`src/hw/rtl/encoder_volume_mute_channel_macros.svh`:
```
// Assertion helpers used by encoder_volume_mute_channel.sv.
`ifndef ENCODER_VOLUME_MUTE_CHANNEL_MACROS_SVH
`define ENCODER_VOLUME_MUTE_CHANNEL_MACROS_SVH

// The consequent must hold in the same cycle as the antecedent.
`define EVM_ASSERT_SAME(label, clk, rst_n, ante, cons) \
  label: assert property (@(posedge clk) disable iff (!(rst_n)) (ante) |-> (cons)) \
    else $error("evm assertion failed");

// The consequent must hold in the cycle after the antecedent.
`define EVM_ASSERT_NEXT(label, clk, rst_n, ante, cons) \
  label: assert property (@(posedge clk) disable iff (!(rst_n)) (ante) |=> (cons)) \
    else $error("evm assertion failed");

`endif

```
`src/hw/rtl/evm_pkg.sv`:
```
package evm_pkg;

  localparam int unsigned CodeW    = 2;
  localparam int unsigned StepW    = 7;
  localparam int unsigned VolW     = 8;
  localparam int unsigned HoldoffW = 24;
  localparam int unsigned TimeW    = 32;
  localparam int unsigned LevelW   = 10;
  localparam int unsigned CfgIdxW  = 2;
  localparam int unsigned CfgDataW = 24;

  localparam logic [StepW-1:0]    StepReset    = 7'd3;
  localparam logic [VolW-1:0]     MinVolReset  = 8'd0;
  localparam logic [VolW-1:0]     MaxVolReset  = 8'd100;
  localparam logic [HoldoffW-1:0] HoldoffReset = 24'd10000;

  typedef enum logic [CfgIdxW-1:0] {
    CFG_STEP_SIZE  = 2'd0,
    CFG_MIN_VOLUME = 2'd1,
    CFG_MAX_VOLUME = 2'd2,
    CFG_HOLDOFF_US = 2'd3
  } cfg_idx_e;

  typedef enum logic [1:0] {
    MOVE_NONE = 2'd0,
    MOVE_CCW  = 2'd1,
    MOVE_CW   = 2'd2,
    MOVE_BAD  = 2'd3
  } move_e;

  typedef struct packed {
    logic [StepW-1:0]    step_size;
    logic [VolW-1:0]     min_volume;
    logic [VolW-1:0]     max_volume;
    logic [HoldoffW-1:0] holdoff_us;
  } cfg_t;

  // Quadrature transition table, indexed by previous code and new code.
  function automatic move_e quad_move(input logic [CodeW-1:0] prev,
                                      input logic [CodeW-1:0] code);
    move_e m;
    m = MOVE_NONE;
    case ({prev, code})
      4'b0000: m = MOVE_NONE;
      4'b0001: m = MOVE_CW;
      4'b0010: m = MOVE_CCW;
      4'b0011: m = MOVE_BAD;
      4'b0100: m = MOVE_CCW;
      4'b0101: m = MOVE_NONE;
      4'b0110: m = MOVE_BAD;
      4'b0111: m = MOVE_CW;
      4'b1000: m = MOVE_CW;
      4'b1001: m = MOVE_BAD;
      4'b1010: m = MOVE_NONE;
      4'b1011: m = MOVE_CCW;
      4'b1100: m = MOVE_BAD;
      4'b1101: m = MOVE_CCW;
      4'b1110: m = MOVE_CW;
      4'b1111: m = MOVE_NONE;
      default: m = MOVE_NONE;
    endcase
    return m;
  endfunction

endpackage

```
`src/hw/rtl/evm_if.sv`:
```
interface evm_in_if;
  logic                          valid;
  logic                          ready;
  logic [evm_pkg::CodeW-1:0]     encoder_code;
  logic                          mute_switch;
  logic                          volume_switch;
  logic [evm_pkg::TimeW-1:0]     time_us;

  modport source (output valid, encoder_code, mute_switch, volume_switch, time_us,
                  input ready);
  modport sink (input valid, encoder_code, mute_switch, volume_switch, time_us,
                output ready);
endinterface

interface evm_out_if;
  logic                          valid;
  logic                          ready;
  logic [evm_pkg::VolW-1:0]      volume;
  logic                          volume_report;
  logic                          muted;
  logic                          mute_report;
  logic                          backlight_on;

  modport source (output valid, volume, volume_report, muted, mute_report, backlight_on,
                  input ready);
  modport sink (input valid, volume, volume_report, muted, mute_report, backlight_on,
                output ready);
endinterface

```
`src/hw/rtl/evm_cfg.sv`:
```
module evm_cfg (
  input  logic                            clk_i,
  input  logic                            rst_ni,
  input  logic                            cfg_we_i,
  input  logic [evm_pkg::CfgIdxW-1:0]     cfg_idx_i,
  input  logic [evm_pkg::CfgDataW-1:0]    cfg_data_i,
  output evm_pkg::cfg_t                   cfg_o
);

  evm_pkg::cfg_t cfg_d, cfg_q;

  always_comb begin
    cfg_d = cfg_q;
    if (cfg_we_i) begin
      case (evm_pkg::cfg_idx_e'(cfg_idx_i))
        evm_pkg::CFG_STEP_SIZE:  cfg_d.step_size  = cfg_data_i[evm_pkg::StepW-1:0];
        evm_pkg::CFG_MIN_VOLUME: cfg_d.min_volume = cfg_data_i[evm_pkg::VolW-1:0];
        evm_pkg::CFG_MAX_VOLUME: cfg_d.max_volume = cfg_data_i[evm_pkg::VolW-1:0];
        evm_pkg::CFG_HOLDOFF_US: cfg_d.holdoff_us = cfg_data_i[evm_pkg::HoldoffW-1:0];
        default: cfg_d = cfg_q;
      endcase
    end
  end

  always_ff @(posedge clk_i or negedge rst_ni) begin
    if (!rst_ni) begin
      cfg_q.step_size  <= evm_pkg::StepReset;
      cfg_q.min_volume <= evm_pkg::MinVolReset;
      cfg_q.max_volume <= evm_pkg::MaxVolReset;
      cfg_q.holdoff_us <= evm_pkg::HoldoffReset;
    end else begin
      cfg_q <= cfg_d;
    end
  end

  assign cfg_o = cfg_q;

endmodule

```
`src/hw/rtl/encoder_volume_mute_channel.sv`:
```
// Channel   Dir  Fields
// in_ch     in   encoder_code, mute_switch, volume_switch, time_us
// out_ch    out  volume, volume_report, muted, mute_report, backlight_on
// cfg_*     in   step_size, min_volume, max_volume, holdoff_us
//
// An item is registered at the input, then decoded and applied to the state when it advances
// (the output register is empty or being read), which also loads its result into the output register.
// One item is accepted per cycle while the output register drains each cycle.
// A stalled output holds its result; the input register still accepts one item.
// Reset clears the encoder code, volume, attempt time and mute state.
`include "encoder_volume_mute_channel_macros.svh"

module encoder_volume_mute_channel (
  input  logic                          clk_i,
  input  logic                          rst_ni,
  evm_in_if.sink                        in_ch,
  evm_out_if.source                     out_ch,
  input  logic                          cfg_we_i,
  input  logic [evm_pkg::CfgIdxW-1:0]   cfg_idx_i,
  input  logic [evm_pkg::CfgDataW-1:0]  cfg_data_i
);

  evm_pkg::cfg_t cfg;

  evm_cfg u_cfg (
    .clk_i      (clk_i),
    .rst_ni     (rst_ni),
    .cfg_we_i   (cfg_we_i),
    .cfg_idx_i  (cfg_idx_i),
    .cfg_data_i (cfg_data_i),
    .cfg_o      (cfg)
  );

  logic                          in_valid_q;
  logic [evm_pkg::CodeW-1:0]     in_code_q;
  logic                          in_mute_q;
  logic                          in_knob_q;
  logic [evm_pkg::TimeW-1:0]     in_time_q;

  logic                          out_valid_q;
  logic [evm_pkg::VolW-1:0]      out_vol_q;
  logic                          out_vol_rep_q;
  logic                          out_muted_q;
  logic                          out_mute_rep_q;
  logic                          out_light_q;

  logic [evm_pkg::CodeW-1:0]     prev_code_q, prev_code_d;
  logic [evm_pkg::VolW-1:0]      vol_q, vol_d;
  logic [evm_pkg::TimeW-1:0]     last_time_q, last_time_d;
  logic                          muted_q, muted_d;

  logic                          advance;
  logic                          in_take;
  evm_pkg::move_e                move;
  logic                          attempt;
  logic [evm_pkg::LevelW-1:0]    vol_ext;
  logic [evm_pkg::LevelW-1:0]    step_ext;
  logic [evm_pkg::LevelW-1:0]    level;
  logic [evm_pkg::LevelW-1:0]    min_ext;
  logic [evm_pkg::LevelW-1:0]    max_ext;
  logic [evm_pkg::VolW-1:0]      clamped;
  logic [evm_pkg::TimeW-1:0]     elapsed;
  logic                          time_ok;
  logic                          vol_rep;
  logic                          mute_press;

  logic                          out_rep_any;
  logic                          out_vol_fits;
  logic                          out_matches_state;

  assign advance     = in_valid_q && (!out_valid_q || out_ch.ready);
  assign in_ch.ready = !in_valid_q || advance;
  assign in_take     = in_ch.valid && in_ch.ready;

  always_comb begin
    move     = evm_pkg::quad_move(prev_code_q, in_code_q);
    attempt  = (move == evm_pkg::MOVE_CW) || (move == evm_pkg::MOVE_CCW);
    vol_ext  = {2'b00, vol_q};
    step_ext = {3'b000, cfg.step_size};
    min_ext  = {2'b00, cfg.min_volume};
    max_ext  = {2'b00, cfg.max_volume};
    level    = (move == evm_pkg::MOVE_CW) ? (vol_ext + step_ext) : (vol_ext - step_ext);
    if ($signed(level) < $signed(min_ext)) begin
      clamped = cfg.min_volume;
    end else if ($signed(level) > $signed(max_ext)) begin
      clamped = cfg.max_volume;
    end else begin
      clamped = level[evm_pkg::VolW-1:0];
    end
    elapsed    = in_time_q - last_time_q;
    time_ok    = elapsed > {{(evm_pkg::TimeW - evm_pkg::HoldoffW){1'b0}}, cfg.holdoff_us};
    vol_rep    = attempt && time_ok;
    mute_press = !in_mute_q;

    prev_code_d = prev_code_q;
    vol_d       = vol_q;
    last_time_d = last_time_q;
    muted_d     = muted_q;
    if (advance) begin
      prev_code_d = in_code_q;
      if (vol_rep) begin
        vol_d = clamped;
      end
      if (attempt) begin
        last_time_d = in_time_q;
      end
      if (mute_press) begin
        muted_d = !muted_q;
      end
    end
  end

  always_ff @(posedge clk_i or negedge rst_ni) begin
    if (!rst_ni) begin
      in_valid_q  <= 1'b0;
      out_valid_q <= 1'b0;
      prev_code_q <= '0;
      vol_q       <= '0;
      last_time_q <= '0;
      muted_q     <= 1'b0;
    end else begin
      if (in_ch.ready) begin
        in_valid_q <= in_ch.valid;
      end
      if (advance) begin
        out_valid_q <= 1'b1;
      end else if (out_ch.ready) begin
        out_valid_q <= 1'b0;
      end
      prev_code_q <= prev_code_d;
      vol_q       <= vol_d;
      last_time_q <= last_time_d;
      muted_q     <= muted_d;
    end
  end

  always_ff @(posedge clk_i) begin
    if (in_take) begin
      in_code_q <= in_ch.encoder_code;
      in_mute_q <= in_ch.mute_switch;
      in_knob_q <= in_ch.volume_switch;
      in_time_q <= in_ch.time_us;
    end
    if (advance) begin
      out_vol_q      <= vol_d;
      out_vol_rep_q  <= vol_rep;
      out_muted_q    <= muted_d;
      out_mute_rep_q <= mute_press;
      out_light_q    <= vol_rep || mute_press || !in_knob_q;
    end
  end

  assign out_ch.valid         = out_valid_q;
  assign out_ch.volume        = out_vol_q;
  assign out_ch.volume_report = out_vol_rep_q;
  assign out_ch.muted         = out_muted_q;
  assign out_ch.mute_report   = out_mute_rep_q;
  assign out_ch.backlight_on  = out_light_q;

  assign out_rep_any       = out_vol_rep_q || out_mute_rep_q;
  assign out_vol_fits      = (cfg.min_volume > cfg.max_volume) ||
                             ((out_vol_q >= cfg.min_volume) && (out_vol_q <= cfg.max_volume));
  assign out_matches_state = (out_vol_q == vol_q) && (out_muted_q == muted_q);

  `EVM_ASSERT_SAME(a_report_lights, clk_i, rst_ni, out_valid_q && out_rep_any, out_light_q)
  `EVM_ASSERT_SAME(a_vol_in_range, clk_i, rst_ni, out_valid_q && out_vol_rep_q, out_vol_fits)
  `EVM_ASSERT_NEXT(a_state_holds, clk_i, rst_ni, !advance, $stable({vol_q, muted_q, last_time_q}))
  `EVM_ASSERT_NEXT(a_mute_toggles, clk_i, rst_ni, advance && mute_press, muted_q != $past(muted_q))
  `EVM_ASSERT_SAME(a_result_tracks_state, clk_i, rst_ni, out_valid_q, out_matches_state)

endmodule

```
`src/flat_wrapper.sv`:
```
// flat-port wrapper written by rule: the top's interface ports become plain ports
module encoder_volume_mute_channel_flat 
  (clk_i, rst_ni, cfg_we_i, cfg_idx_i, cfg_data_i, in_ch_valid, in_ch_encoder_code, in_ch_mute_switch, in_ch_volume_switch, in_ch_time_us, in_ch_ready, out_ch_valid, out_ch_volume, out_ch_volume_report, out_ch_muted, out_ch_mute_report, out_ch_backlight_on, out_ch_ready);
  evm_in_if in_ch_i ();
  evm_out_if out_ch_i ();
  input  logic clk_i;
  input  logic rst_ni;
  input  logic cfg_we_i;
  input  logic [evm_pkg::CfgIdxW-1:0] cfg_idx_i;
  input  logic [evm_pkg::CfgDataW-1:0] cfg_data_i;
  input wire logic [$bits(in_ch_i.valid)-1:0] in_ch_valid;
  input wire logic [$bits(in_ch_i.encoder_code)-1:0] in_ch_encoder_code;
  input wire logic [$bits(in_ch_i.mute_switch)-1:0] in_ch_mute_switch;
  input wire logic [$bits(in_ch_i.volume_switch)-1:0] in_ch_volume_switch;
  input wire logic [$bits(in_ch_i.time_us)-1:0] in_ch_time_us;
  output wire logic [$bits(in_ch_i.ready)-1:0] in_ch_ready;
  output wire logic [$bits(out_ch_i.valid)-1:0] out_ch_valid;
  output wire logic [$bits(out_ch_i.volume)-1:0] out_ch_volume;
  output wire logic [$bits(out_ch_i.volume_report)-1:0] out_ch_volume_report;
  output wire logic [$bits(out_ch_i.muted)-1:0] out_ch_muted;
  output wire logic [$bits(out_ch_i.mute_report)-1:0] out_ch_mute_report;
  output wire logic [$bits(out_ch_i.backlight_on)-1:0] out_ch_backlight_on;
  input wire logic [$bits(out_ch_i.ready)-1:0] out_ch_ready;
  assign in_ch_i.valid = in_ch_valid;
  assign in_ch_i.encoder_code = in_ch_encoder_code;
  assign in_ch_i.mute_switch = in_ch_mute_switch;
  assign in_ch_i.volume_switch = in_ch_volume_switch;
  assign in_ch_i.time_us = in_ch_time_us;
  assign in_ch_ready = in_ch_i.ready;
  assign out_ch_valid = out_ch_i.valid;
  assign out_ch_volume = out_ch_i.volume;
  assign out_ch_volume_report = out_ch_i.volume_report;
  assign out_ch_muted = out_ch_i.muted;
  assign out_ch_mute_report = out_ch_i.mute_report;
  assign out_ch_backlight_on = out_ch_i.backlight_on;
  assign out_ch_i.ready = out_ch_ready;
  encoder_volume_mute_channel u_core (.clk_i(clk_i), .rst_ni(rst_ni), .in_ch(in_ch_i), .out_ch(out_ch_i), .cfg_we_i(cfg_we_i), .cfg_idx_i(cfg_idx_i), .cfg_data_i(cfg_data_i));
endmodule
```
`config.mk`:
```
export PLATFORM = sky130hd
export DESIGN_NAME = encoder_volume_mute_channel_flat
export DESIGN_NICKNAME = d
export VERILOG_FILES = /design/src/hw/rtl/evm_pkg.sv /design/src/hw/rtl/evm_if.sv /design/src/hw/rtl/evm_cfg.sv /design/src/hw/rtl/encoder_volume_mute_channel.sv /design/src/flat_wrapper.sv
export VERILOG_INCLUDE_DIRS = /design/src /design/src/hw/rtl
export SDC_FILE = /design/constraint.sdc
export NUM_CORES = 1
export LEC_CHECK = 0
export BUFFER_PORTS_ARGS = -buffer_cell sky130_fd_sc_hd__buf_2
export CORE_AREA = 2 2 189 191
export CTS_CLUSTER_DIAMETER = 30
export CTS_CLUSTER_SIZE = 25
export DETAILED_ROUTE_END_ITERATION = 8
export DIE_AREA = 0 0 191 193
export SLEW_MARGIN = 5
export SYNTH_ARGS = -nofsm -noshare
export SYNTH_HDL_FRONTEND = slang
export SYNTH_SLANG_ARGS = --single-unit
```
`constraint.sdc`:
```
create_clock -name clk_i -period 13.68 [get_ports clk_i]
set_input_delay 3.42 -clock clk_i [delete_from_list [all_inputs] [get_ports clk_i]]
set_output_delay 3.42 -clock clk_i [all_outputs]
set_load 0.05 [all_outputs]
```
## Word level (Yosys, flattened, before mapping)

Memory sizes are Yosys's and may differ from the RTL's.
Index checks and enable logic that the tools add are counted.
Widths: inputs -> output; s select.

- Memory bits (read-only): 32
- Flip-flop bits (word level): 140
- Memories: 1
- Input bits: 67
- Logic and storage cells: 60

Memory list:

| name | depth | width | read ports | clocked after memory_dff | write ports | line | RTL |
|---|---|---|---|---|---|---|---|
| (no name shown) | 16 | 2 | 1 | 0 | 0 | evm_pkg.sv:43 | `case ({prev, code})` |

- Muxes and demuxes: 9
- $lt $le $gt $ge: 3
- Equal/unequal tests: 5
- Add/subtract/negate cells: 3
- Reduce and logical (&&, ||, !) cells: 20

Operators with widths:

| cell | count |
|---|---|
| $gt 32x24->1 | 1 |
| $mux 8 | 4 |
| $sub 32x32->32 | 1 |
| $gt 10x9->1 | 1 |
| $lt 10x9->1 | 1 |
| $mux 10 | 1 |
| $reduce_and 2->1 | 5 |
| $add 8x7->9 | 1 |
| $sub 8x7->9 | 1 |
| $eq 2x2->1 const B | 3 |
| $logic_not 1->1 | 5 |
| $logic_or 1x1->1 | 5 |
| $eq 2x1->1 const B | 2 |
| $mux 1 | 4 |
| $logic_and 1x1->1 | 3 |
| $logic_not 2->1 | 1 |
| $reduce_bool 2->1 | 1 |

## Longest topological paths before layout

Gate-level depths: netlist of run 1.
An unclocked memory read counts as a cell.

- Depth in word-level cells: 8
- Gate-level depth with buffers: 21
- Depth with buffers taken out: 20

## Cells and area by module

A second synthesis of run 1 with hierarchy kept.

- Cell total of the unflattened synthesis: 869
- Area, all modules: 8765.9 µm²

By module, submodules not included:

| module | area an instance (µm²) | instances | seq. area each (µm²) | cells each |
|---|---|---|---|---|
| encoder_volume_mute_channel | 6962.9 | 1 | 2567.5 | 769 |
| evm_cfg | 1803.0 | 1 | 1188.6 | 100 |

## Least setup slack after synthesis of run 1

OpenSTA, ideal clock, no wires.

- Kind: input port to output port
- From: input port out_ch_ready
- To: output port in_ch_ready
- Setup slack: 6.357 ns
- Required time: 10.260 ns
- Stages: 1
- Arrival time: 3.903 ns
- Cell sequence: nand3b_1

- Longest elaborated chain between the ends: 3

RTL lines:

| item | line | RTL |
|---|---|---|
| start: declaration | flat_wrapper.sv:23 | `input wire logic [$bits(out_ch_i.ready)-1:0] out_ch_ready;` |
| $logic_or 1x1->1 | encoder_volume_mute_channel.sv:71 | `assign advance = in_valid_q && (!out_valid_q \|\| out_ch.ready);` |
| $logic_and 1x1->1 | encoder_volume_mute_channel.sv:71 |  |
| $logic_or 1x1->1 | encoder_volume_mute_channel.sv:72 | `assign in_ch.ready = !in_valid_q \|\| advance;` |
| end: declaration | flat_wrapper.sv:16 | `output wire logic [$bits(in_ch_i.ready)-1:0] in_ch_ready;` |

Every way passes these cells.

## Final worst setup path of run 1

Same ends and word-level chain as after synthesis.

==> impl_results.md, run 1 <==
* Logic gate share of total power at approximately 55%
* Clk_skew at between 0.01 and 0.015 ns
* Post-CTS resize count at 0
* Final wirelength at slightly above 20,000 microns
* Number of routed nets with antenna violations at 0
* Post-cts hold buffer count at 0
* Startpoint of the lowest-slack hold path: u_core.muted_q
* Switching Share at 41.91%
* Outcome: complete, no violations
* Dominant combinational cell family by area after synthesis: compound AO/OA/AOI/OAI gates
* Psw at about 980 uW
* Adder-cell share of the synthesized area at 13.07%
* Number of buffers inserted by post-CTS setup repair at 0
* Total global-route track usage at between 10% and 20%
* Number of antenna violations at the first check in global routing at 0
* Startpoint type of the worst setup path: primary input
* Setup TNS Final at 0 ns
* Part of the Yosys area used for sequential elements at 43.68%
* Violation count after the first detailed-route iteration at between 200 and 300
* Sequential cell fraction of total power at between 20% and 30%
* Syn_area_per_cell at about 10 sq um
* Syn-to-layout area delta at 17.36%
* Largest fanout on the critical path at 3
* Detailed placement HPWL at around 16,000 microns
* CTS buffer count at 17
* Commonest cells in the netlist: inv_1 (94), ha_1 (85), dfrtp_1 (82)
* Fraction of post-synthesis cell area in the top cell type by area at 23.86%
* Number of levels in the clock H-tree at 4
* Clock buffer depth at 2
* Starting density of the core at 24.59%
* Placeable core region at between 30,000 and 40,000 sq um
* Chip height at between 150 and 200 microns
* Summed instance area of the synthesized netlist at 8598 sq um
* VDD IR-drop max at between 0.09 and 0.1 mV
* Worst-case setup slack after placement at 6.337 ns
* Routed length on met1 at 9748 microns
* Number of sinks on the clock net at 140
* Vias in the first global route at 6,224
* Power, Total at between 2 and 2.5 mW
* Top metal layer carrying routed signals: met4
* Die boundary width at between 150 and 200 microns
* Crit Path Category: in -> out
* Start of the worst register-to-register path: u_core.in_time_q[4]
* Number of remaining DRC errors at 0
* Part of the cycle the worst path needs at 53.68%
* Placement row count at a little under 70
* Total overflow reported by the global router at 0
* Wirelength per Cell at around 15 microns
* Count of buffers inserted at the top-level ports at 80
* Clock transition at the register clock pins on the worst setup and hold paths after CTS at approximately 0.060 ns
* Number of slew-limit violations in the final report at 0
* Net count of the finished layout at approximately 1,100
* RSZ-0062 raised after global routing: no
* Via count normalized by instance count at ~4.5
* Worst setup startpoint: out_ch_ready
* Power per unit of standard cell area at around 230 nW/um^2
* Root cell of the clock tree: clkbuf_16
* Die Footprint at 36,860 sq um
* Clock power share at slightly below 20%
* Leading cell type by number of instances after synthesis: inv_1
* Proportion of synthesized area in mux cells at between 8 and 9%
* Post-Synth XOR/XNOR Area at 3.158%
* Class of the tightest hold or removal check: reg -> reg
* Number of flops mapped to enable cells by yosys at 48
* Via total after detailed routing at between 6,000 and 7,000
* Relative slew margins at ~36%
* Leakage at 4.476 nW
* Ant. Diodes at 0
* Global-route wire length before repair at 32,950 microns
* TritonCTS clock tree: yes
* Router iterations before antenna repair at 7
* Share of synthesized registers carrying an async set or reset at about two thirds
* Unique cell type count in the Yosys netlist at 61
* Synthesized netlist cell count at about 830
* Share of post-route cells with drive strength above 1 at 20.02%
* Detailed route wirelength on metal2 at ~9400 microns
* Arrival time of data at the critical path endpoint at slightly below 4 ns
* Simple-gate portion of the synthesized area at under 10%
* Most frequently used flop master after synthesis: dfrtp_1
* Max Cap Violations at 0
* Final critical delay including setup and external delays at ~7.3 ns
* Seq cells post-synth at 140
* Routability-driven placement congestion ratio at 0.8466
* Routed length on met3 at around 670 microns
* Pint at approximately 1.4 mW
* Pin slew with the least headroom to its limit at approximately 0.96 ns
* Largest area contributor in the netlist: dfrtp_1
* Achievable frequency at ~140 MHz
* Most area-consuming cells after synthesis: dfrtp_1 (24%), edfxtp_1 (17%), ha_1 (12%)
* Final setup fails at 0
* Io pins at roughly 80
* Crit. End Element: output pin
* Net count after synthesis at 989
* Endpoint required time on the critical path at around 10 ns
* Post-route worst setup slack at between 6 and 7 ns
* Maximum number of pins on one net before global-route repair at 64
* Source-to-sink clock delay at the later pin of the worst-skew pair at about 0.43 ns
* Hold violation count in the final report at 0
* Number of warnings reported in the yosys synthesis log at 0
* Compound-gate portion of the synthesized area at 16.24%
power groups by stage:
stage	registers, mW	logic (mW)	clock network (mW)
after floorplan	0.633	0.975	0
after global placement	0.605	1.26	0
after detailed placement	0.609	1.29	0
after CTS	0.602	1.30	0.474
after global routing	0.614	1.47	0.488
final	0.601	1.29	0.458
stage by stage:
stage               instance area (sq um)  utilization (%)  hold WS [ns]  instances
global route                        10090            28.86        0.5040       1390
floorplan                            8598                -        0.4325        834
finish                              10090            28.86        0.4647       1390
detailed placement                   9517            27.22        0.4588       1358
CTS                                 10090            28.86        0.4691       1390
global placement                     9517            27.22        0.4474       1358
kinds of logic (layout without fill, tap and decap cells):
group | count (synthesis) | in the layout
flops | 140 | 140
buf+inv | 115 | 210
simple gates | 169 | 169
mux | 70 | 70
xor+xnor | 31 | 31
compound gates | 221 | 221
fa+ha+maj | 88 | 88
final cells by class:
cell class	count	area, sq um
fill	3672	24870
clock buffer	19	432.9
timing repair buffer	84	432.9
sequential	140	3756
tap	461	576.8
multi-input combinational	579	4398
inverter	94	352.8
clock inverter	13	141.4
cells in the final DEF (no fill, tap or decap), types with 11 or more instances in the layout:
cell type | netlist | final
clkbuf_16 | 0 | 17
inv_1 | 94 | 94
dfrtp_1 | 82 | 82
mux2i_1 | 17 | 17
nor2_1 | 19 | 18
nand2_1 | 73 | 73
xor2_1 | 11 | 11
xnor2_1 | 20 | 20
edfxtp_1 | 48 | 48
a21oi_1 | 61 | 61
a21o_1 | 25 | 25
o211ai_1 | 13 | 13
nand4_1 | 11 | 11
o21a_1 | 14 | 14
buf_2 | 5 | 79
o21ai_0 | 63 | 63
ha_1 | 85 | 85
mux2_2 | 53 | 53
state kept, by name, summed over array words and instances, names as in the netlist, 2 cells and up:
| name | flops |
|---|---|
| u_core.in_code_q | 2 |
| u_core.in_time_q | 32 |
| u_core.last_time_q | 32 |
| u_core.out_ch.volume | 8 |
| u_core.prev_code_q | 2 |
| u_core.u_cfg.cfg_o | 47 |
| u_core.vol_q | 8 |
layer usage:
layer	GRT usage, %	up-vias
met5	0	-
met4	4.472	0
met3	1.955	27
met2	18.52	107
met1	15.43	2987
li1	-	3150
final timing paths:
path / slack, ns / end / depth (start not counted)
max: 6.34 / in_ch_ready / 3
min: 0.46 / u_core.muted_q / 1
max reg2reg: 7.99 / u_core.out_ch.volume[6] / 19
min reg2reg: 0.46 / u_core.muted_q / 1
max in group asynchronous: 9.57 / u_core.muted_q / 2
min in group asynchronous: 2.97 / u_core.u_cfg.cfg_o[21] / 1
worst max-delay path: stages:
cell and delay (ns):
buf_2 0.10, nand3b_1 0.17, buf_2 0.23
Note: power is estimated with default switching activity, not from simulation.
==> inputs of run 2 (changes only) <==
clock period = 7.3 ns   (was 13.68 ns; I/O delays follow)
==> run 2 against run 1 <==
- clock skew is 0.0010 ns higher
- final cell count hardly changed
- sequential power up 86%
- setup slack got worse by 4.6 ns
- critical path depth is 16 higher
- total power increased by 87%
- register-to-register slack worse by 6.2 ns
==> impl_results.md, run 2 (synthesized netlist as in run 1, its figures left out) <==
* Outcome: complete, no violations
* Total overflow reported by the global router at 0 (unchanged)
* Achievable frequency at 180.8 MHz
* Via total after detailed routing at 6,290 (+0.30%)
* Routability-driven placement congestion ratio at 0.8784 (+3.8%)
* Final critical delay including setup and external delays at about 5.5 ns
* Final wirelength at 20,570 microns (+1.6%)
* Post-cts hold buffer count at 0 (unchanged)
* Number of levels in the clock H-tree at 4 (unchanged)
* Flip-flop count of the largest register after layout at 47 (unchanged)
* Global-route wire length before repair at 32,910 microns (-0.12%)
* Net count of the finished layout at 1,071 (unchanged)
* Highest-count cells in the layout ignoring fill and taps: inv_1 (94), ha_1 (85), dfrtp_1 (82)
* Logic gate share of total power at 55.6% (+0.7 points)
* Number of buffers inserted by post-CTS setup repair at 0 (unchanged)
* Final setup fails at 0 (unchanged)
* Clock buffer depth at 2 (unchanged)
* Total global-route track usage at 11.47% (-0.035 points)
* Switching Share at 42.37% (+0.46 points)
* Final hold slack at 0.4704 ns (+0.005655 ns)
* Number of remaining DRC errors at 0 (unchanged)
* Maximum number of pins on one net before global-route repair at 64 (unchanged)
* Clk_skew at 0.01333 ns (+0.001016 ns)
* Count of buffers inserted at the top-level ports at 80 (unchanged)
* Number of sinks on the clock net at 140 (unchanged)
* Max Cap Violations at 0 (unchanged)
* Crit Path Category: reg -> reg
* Area of the multi-input gates at 4398 sq um (unchanged)
* VDD IR-drop max at 0.1849 mV (+100%)
* Io pins at 81 (unchanged)
* Detailed placement HPWL at 16,060 microns (+1.9%)
* Share of post-route cells with drive strength above 1 at 20.02% (unchanged)
* Violation count after the first detailed-route iteration at 258 (-13%)
* Clock transition at the register clock pins on the worst setup and hold paths after CTS at 0.06 ns (about the same)
* Part of the cycle the worst path needs at approximately 76%
* Syn-to-layout area delta at 17.24% (about the same)
* Post-CTS resize count at 0 (unchanged)
* TritonCTS clock tree: yes
* Via count normalized by instance count at 4.522 (+0.23%)
* Filler instances at 3,627 (-1.2%)
* Number of antenna violations at the first check in global routing at 0 (unchanged)
* Hold violation count in the final report at 0 (unchanged)
* Relative slew margins at 34.90% (-0.82 points)
* Placeable core region at 34,960 sq um (unchanged)
* Pint at 2.533 mW (+86%)
* Source-to-sink clock delay at the later pin of the worst-skew pair at 0.43 ns (about the same)
* Psw at 1.863 mW (+89%)
* Crit. End Element: register
* Power, Total at 4.396 mW (+87%)
* Class of the tightest hold or removal check: reg -> reg
* Setup TNS Final at 0 ns (unchanged)
* Chip height at 193 microns (unchanged)
* Die Footprint at 36,860 sq um (unchanged)
* Power per unit of standard cell area at 436.1 nW/um^2 (+88%)
* Arrival time of data at the critical path endpoint at 5.71 ns (+1.79 ns)
* Commonest non-fill, non-tap cell in the layout: inv_1
* Area taken by flip-flops and latches at 3756 sq um (unchanged)
* Post-route worst setup slack at 1.768 ns (-4.568 ns)
* RSZ-0062 raised after global routing: no
* Die boundary width at 191 microns (unchanged)
* Router iterations before antenna repair at 4 (-3)
* Largest fanout on the critical path at 8 (+5)
* Clock power share at 18.8% (-0.7 points)
* Starting density of the core at 24.59% (unchanged)
* Pin slew with the least headroom to its limit at 0.9699 ns (+0.01217 ns)
* Vias in the first global route at 6,413 (+3.0%)
* Sequential cell fraction of total power at 25.6% (about the same)
* Inst Count DP at 1,358 (unchanged)
* Placement row count at 69 (unchanged)
* Leakage at 4.482 nW (+0.13%)
* Startpoint type of the worst setup path: register
* CTS buffer count at 17 (unchanged)
* Wirelength per Cell at 14.79 microns (+1.5%)
* Number of cells in the finished layout apart from fillers at 1,391 (+0.072%)
* Root cell of the clock tree: clkbuf_16
* Worst-case setup slack after placement at 1.823 ns (-4.515 ns)
* Number of routed nets with antenna violations at 0 (unchanged)
* Endpoint required time on the critical path at 7.47 ns (-2.79 ns)
* Number of slew-limit violations in the final report at 0 (unchanged)
## run 2: path summary, 6_finish.rpt
kind / from / to / slack (ns) / cells past startpoint
worst max-delay path: u_core.in_time_q[4] / u_core.out_ch.volume[7] / 1.77 / 19
worst min-delay path: u_core.muted_q / u_core.muted_q / 0.47 / 1
worst max register to register: u_core.in_time_q[4] / u_core.out_ch.volume[7] / 1.77 / 19
worst min register to register: u_core.muted_q / u_core.muted_q / 0.47 / 1
max in group asynchronous: rst_ni / u_core.vol_q[6] / 4.75 / 2
min in group asynchronous: rst_ni / u_core.u_cfg.cfg_o[21] / 1.36 / 1
## run 2: cell type report
cell class / count / share of cell area, %
well taps: 461 / 5.722
repair buffers: 84 / 4.294
clock buffers: 21 / 4.791
inverters: 94 / 3.500
flip-flops and latches: 140 / 37.26
multi-input cells: 579 / 43.63
diodes: 1 / 0.02482
clock inverters: 11 / 0.7819
## run 2: stage by stage
| stage | util (%) | instance area (sq um) |
|---|---|---|
| after floorplan | - | 8598 |
| after global placement | 27.22 | 9517 |
| after detailed placement | 27.22 | 9517 |
| after CTS | 28.82 | 10080 |
| after global routing | 28.82 | 10080 |
| final | 28.83 | 10080 |
## run 2: critical path, cell delays in order, from the launching register on
cell      delay (ns)
edfxtp_1        0.39
ha_1            0.36
a21oi_1         0.30
nor3b_1         0.37
a21oi_1         0.15
nor2_1          0.20
o21ai_0         0.19
a21o_1          0.22
a21oi_1         0.18
xnor2_1         0.14
ha_1            0.26
a21oi_1         0.15
o21ai_0         0.11
a221o_1         0.35
a211oi_1        0.19
a21oi_1         0.11
a211oi_2        0.15
nand4_1         0.20
o41ai_4         0.82
mux2_2          0.43
## run 2: per-layer routing
| layer | up-vias | wire length, microns | GRT usage [%] | share of wire [%] |
|---|---|---|---|---|
| li1 | 3146 | - | - | - |
| met1 | 3030 | 9695 | 14.49 | 47 |
| met2 | 93 | 9677 | 19.05 | 47 |
| met3 | 21 | 831 | 2.697 | 4.0 |
| met4 | 0 | 367 | 4.323 | 1.8 |
| met5 | - | 0 | 0 | 0 |
## run 2: power groups by stage
stage	Combinational [mW]	Clock [mW]	Sequential (mW)
floorplan	1.83	0	1.19
detailed placement	2.43	0	1.14
global placement	2.39	0	1.13
finish	2.45	0.826	1.12
CTS	2.45	0.854	1.13
global route	2.75	0.882	1.15
==> inputs of run 3 (changes only) <==
clock period = 5.39 ns   (was 7.3 ns; I/O delays follow)
==> run 3 against run 2 <==
- clock power grew 43%
- sequential cell count is the same
- final cell count grew 0.29%
- largest cell class unchanged
- largest power group unchanged
==> impl_results.md, run 3 (synthesized netlist as in run 1, its figures left out) <==
* Final hold slack at 0.4604 ns (-0.009920 ns)
* Highest-count cells in the layout ignoring fill and taps: inv_1 (94), ha_1 (85), dfrtp_1 (82)
* Number of antenna violations at the first check in global routing at 0 (unchanged)
* Crit Path Category: reg -> reg
* Io pins at 81 (unchanged)
* Maximum number of pins on one net before global-route repair at 64 (unchanged)
* Vias in the first global route at 6,283 (-2.0%)
* Filler instances at 3,617 (-0.28%)
* Final wirelength at 20,510 microns (-0.31%)
* Clock transition at the register clock pins on the worst setup and hold paths after CTS at 0.06 ns (about the same)
* VDD IR-drop max at 0.2440 mV (+32%)
* Power, Total at 6.060 mW (+38%)
* Endpoint required time on the critical path at 5.57 ns (-1.90 ns)
* Depth of the most critical reg-to-reg path at 21 (+2)
* Setup TNS Final at 0 ns (unchanged)
* Relative slew margins at 37.47% (+2.6 points)
* TritonCTS clock tree: yes
* RSZ-0062 raised after global routing: no
* Share of post-route cells with drive strength above 1 at 20.88% (+0.86 points)
* CTS buffer count at 17 (unchanged)
* Largest fanout on the critical path at 8 (unchanged)
* Hold Crit Depth at 1 (unchanged)
* Starting density of the core at 24.59% (unchanged)
* Placement row count at 69 (unchanged)
* Source-to-sink clock delay at the later pin of the worst-skew pair at 0.43 ns (about the same)
* Commonest non-fill, non-tap cell in the layout: inv_1
* Power per unit of standard cell area at 595.3 nW/um^2 (+37%)
* Number of levels in the clock H-tree at 4 (unchanged)
* Die boundary width at 191 microns (unchanged)
* Leakage at 4.527 nW (+1.0%)
* Placeable core region at 34,960 sq um (unchanged)
* Final critical delay including setup and external delays at 5.005 ns (-0.5279 ns)
* Startpoint type of the worst setup path: register
* Number of slew-limit violations in the final report at 0 (unchanged)
* Router iterations before antenna repair at 5 (+1)
* Net count of the finished layout at 1,076 (+0.47%)
* Via count normalized by instance count at 4.507 (-0.33%)
* Syn-to-layout area delta at 18.38%
* Class of the tightest hold or removal check: reg -> reg
* Inst Count DP at 1,362 (+0.29%)
* Pin slew with the least headroom to its limit at 0.9380 ns (-0.03198 ns)
* Number of remaining DRC errors at 0 (unchanged)
* Arrival time of data at the critical path endpoint at 5.18 ns (-0.53 ns)
* Number of routed nets with antenna violations at 0 (unchanged)
* Die Footprint at 36,860 sq um (unchanged)
* Final setup fails at 0 (unchanged)
* Total global-route track usage at 11.46% (about the same)
* Count of buffers inserted at the top-level ports at 80 (unchanged)
* Clock buffer depth at 2 (unchanged)
* Outcome: complete, no violations
* Final core utilization at 29.11% (+0.28 points)
* Clk_skew at 0.008463 ns (-0.004870 ns)
* Violation count after the first detailed-route iteration at 257 (-0.39%)
* Flip-flop count of the largest register after layout at 47 (unchanged)
* Detailed placement HPWL at 15,930 microns (-0.79%)
* Ant. Diodes at 0 (-1)
* Number of sinks on the clock net at 140 (unchanged)
* Part of the cycle the worst path needs at 92.85% (+17 points)
* Chip height at 193 microns (unchanged)
* Wirelength per Cell at 14.70 microns (-0.60%)
* Crit. End Element: register
* Global-route wire length before repair at 32,830 microns (-0.23%)
* Max Cap Violations at 0 (unchanged)
* Achievable frequency at 199.8 MHz (+11%)
* Via total after detailed routing at 6,287 (-0.048%)
* Routability-driven placement congestion ratio at 0.8592 (-2.2%)
* Root cell of the clock tree: clkbuf_16
* Hold violation count in the final report at 0 (unchanged)
* Total overflow reported by the global router at 0 (unchanged)
* Number of cells in the finished layout apart from fillers at 1,395 (+0.29%)
-- run 3: through the flow --
step                      worst slack (ns)  cell area [sq um]
after floorplan                     0.6542               8598
after global placement              0.3698               9547
after detailed placement            0.2326               9547
after CTS                           0.1554              10150
after global routing               0.02576              10180
final                               0.3855              10180
-- run 3: power by group --
group | leakage (nW) | total (mW) | switching, mW | internal, mW
logic | 2.68 | 3.36 | 1.93 | 1.42
registers | 1.55 | 1.53 | 0.126 | 1.40
clock network | 0.297 | 1.18 | 0.476 | 0.702
total | 4.53 | 6.06 | 2.53 | 3.53
-- run 3: cell type report --
type	count	area (sq um)	share of cell area (%)
Clock inverter	9	68.82	0.6761
Timing Repair Buffer	89	470.5	4.622
Clock buffer	23	531.8	5.224
Sequential cell	140	3756	36.90
Multi-Input combinational cell	579	4422	43.44
Inverter	94	352.8	3.467
Tap cell	461	576.8	5.667
-- run 3: repair_timing --
| action | CTS | global route |
|---|---|---|
| endpoints found under the hold margin | 0 | 0 |
| gates resized for setup | 0 | 5 |
| setup endpoints to repair | 0 | 16 |
| hold buffers | 0 | 0 |
| setup buffers | 0 | 1 |
-- run 3: worst max-delay path: stages, from the launching register on --
cell and delay, ns:
dfrtp_1 0.36, inv_1 0.06, ha_1 0.37, a21oi_2 0.21
nor3b_2 0.25, a21oi_1 0.12, nor2_1 0.18, o21ai_1 0.13
a21o_1 0.20, a21oi_1 0.17, xnor2_1 0.15, ha_1 0.27
a21oi_1 0.15, o21ai_0 0.10, a221o_1 0.34, a211oi_1 0.22
a21oi_1 0.12, a211oi_2 0.16, nand4_1 0.20, o41ai_4 0.36
buf_4 0.24, mux2_2 0.37
-- run 3: worst paths after layout --
check	from	endpoint	slack (ns)
worst max-delay path	u_core.last_time_q[4]	u_core.out_ch.volume[7]	0.39
worst min-delay path	u_core.muted_q	u_core.muted_q	0.46
worst max register to register	u_core.last_time_q[4]	u_core.out_ch.volume[7]	0.39
worst min register to register	u_core.muted_q	u_core.muted_q	0.46
max in group asynchronous	rst_ni	u_core.u_cfg.cfg_o[30]	3.40
min in group asynchronous	rst_ni	u_core.u_cfg.cfg_o[21]	1.01
-- run 3: per-layer routing --
layer | share of wire, % | vias to the layer above | GRT usage, % | wire, microns
li1 | - | 3161 | - | -
met1 | 47 | 2999 | 14.52 | 9569
met2 | 47 | 100 | 18.84 | 9653
met3 | 3.6 | 27 | 2.480 | 735
met4 | 2.7 | 0 | 4.979 | 549
met5 | 0 | - | 0 | 0
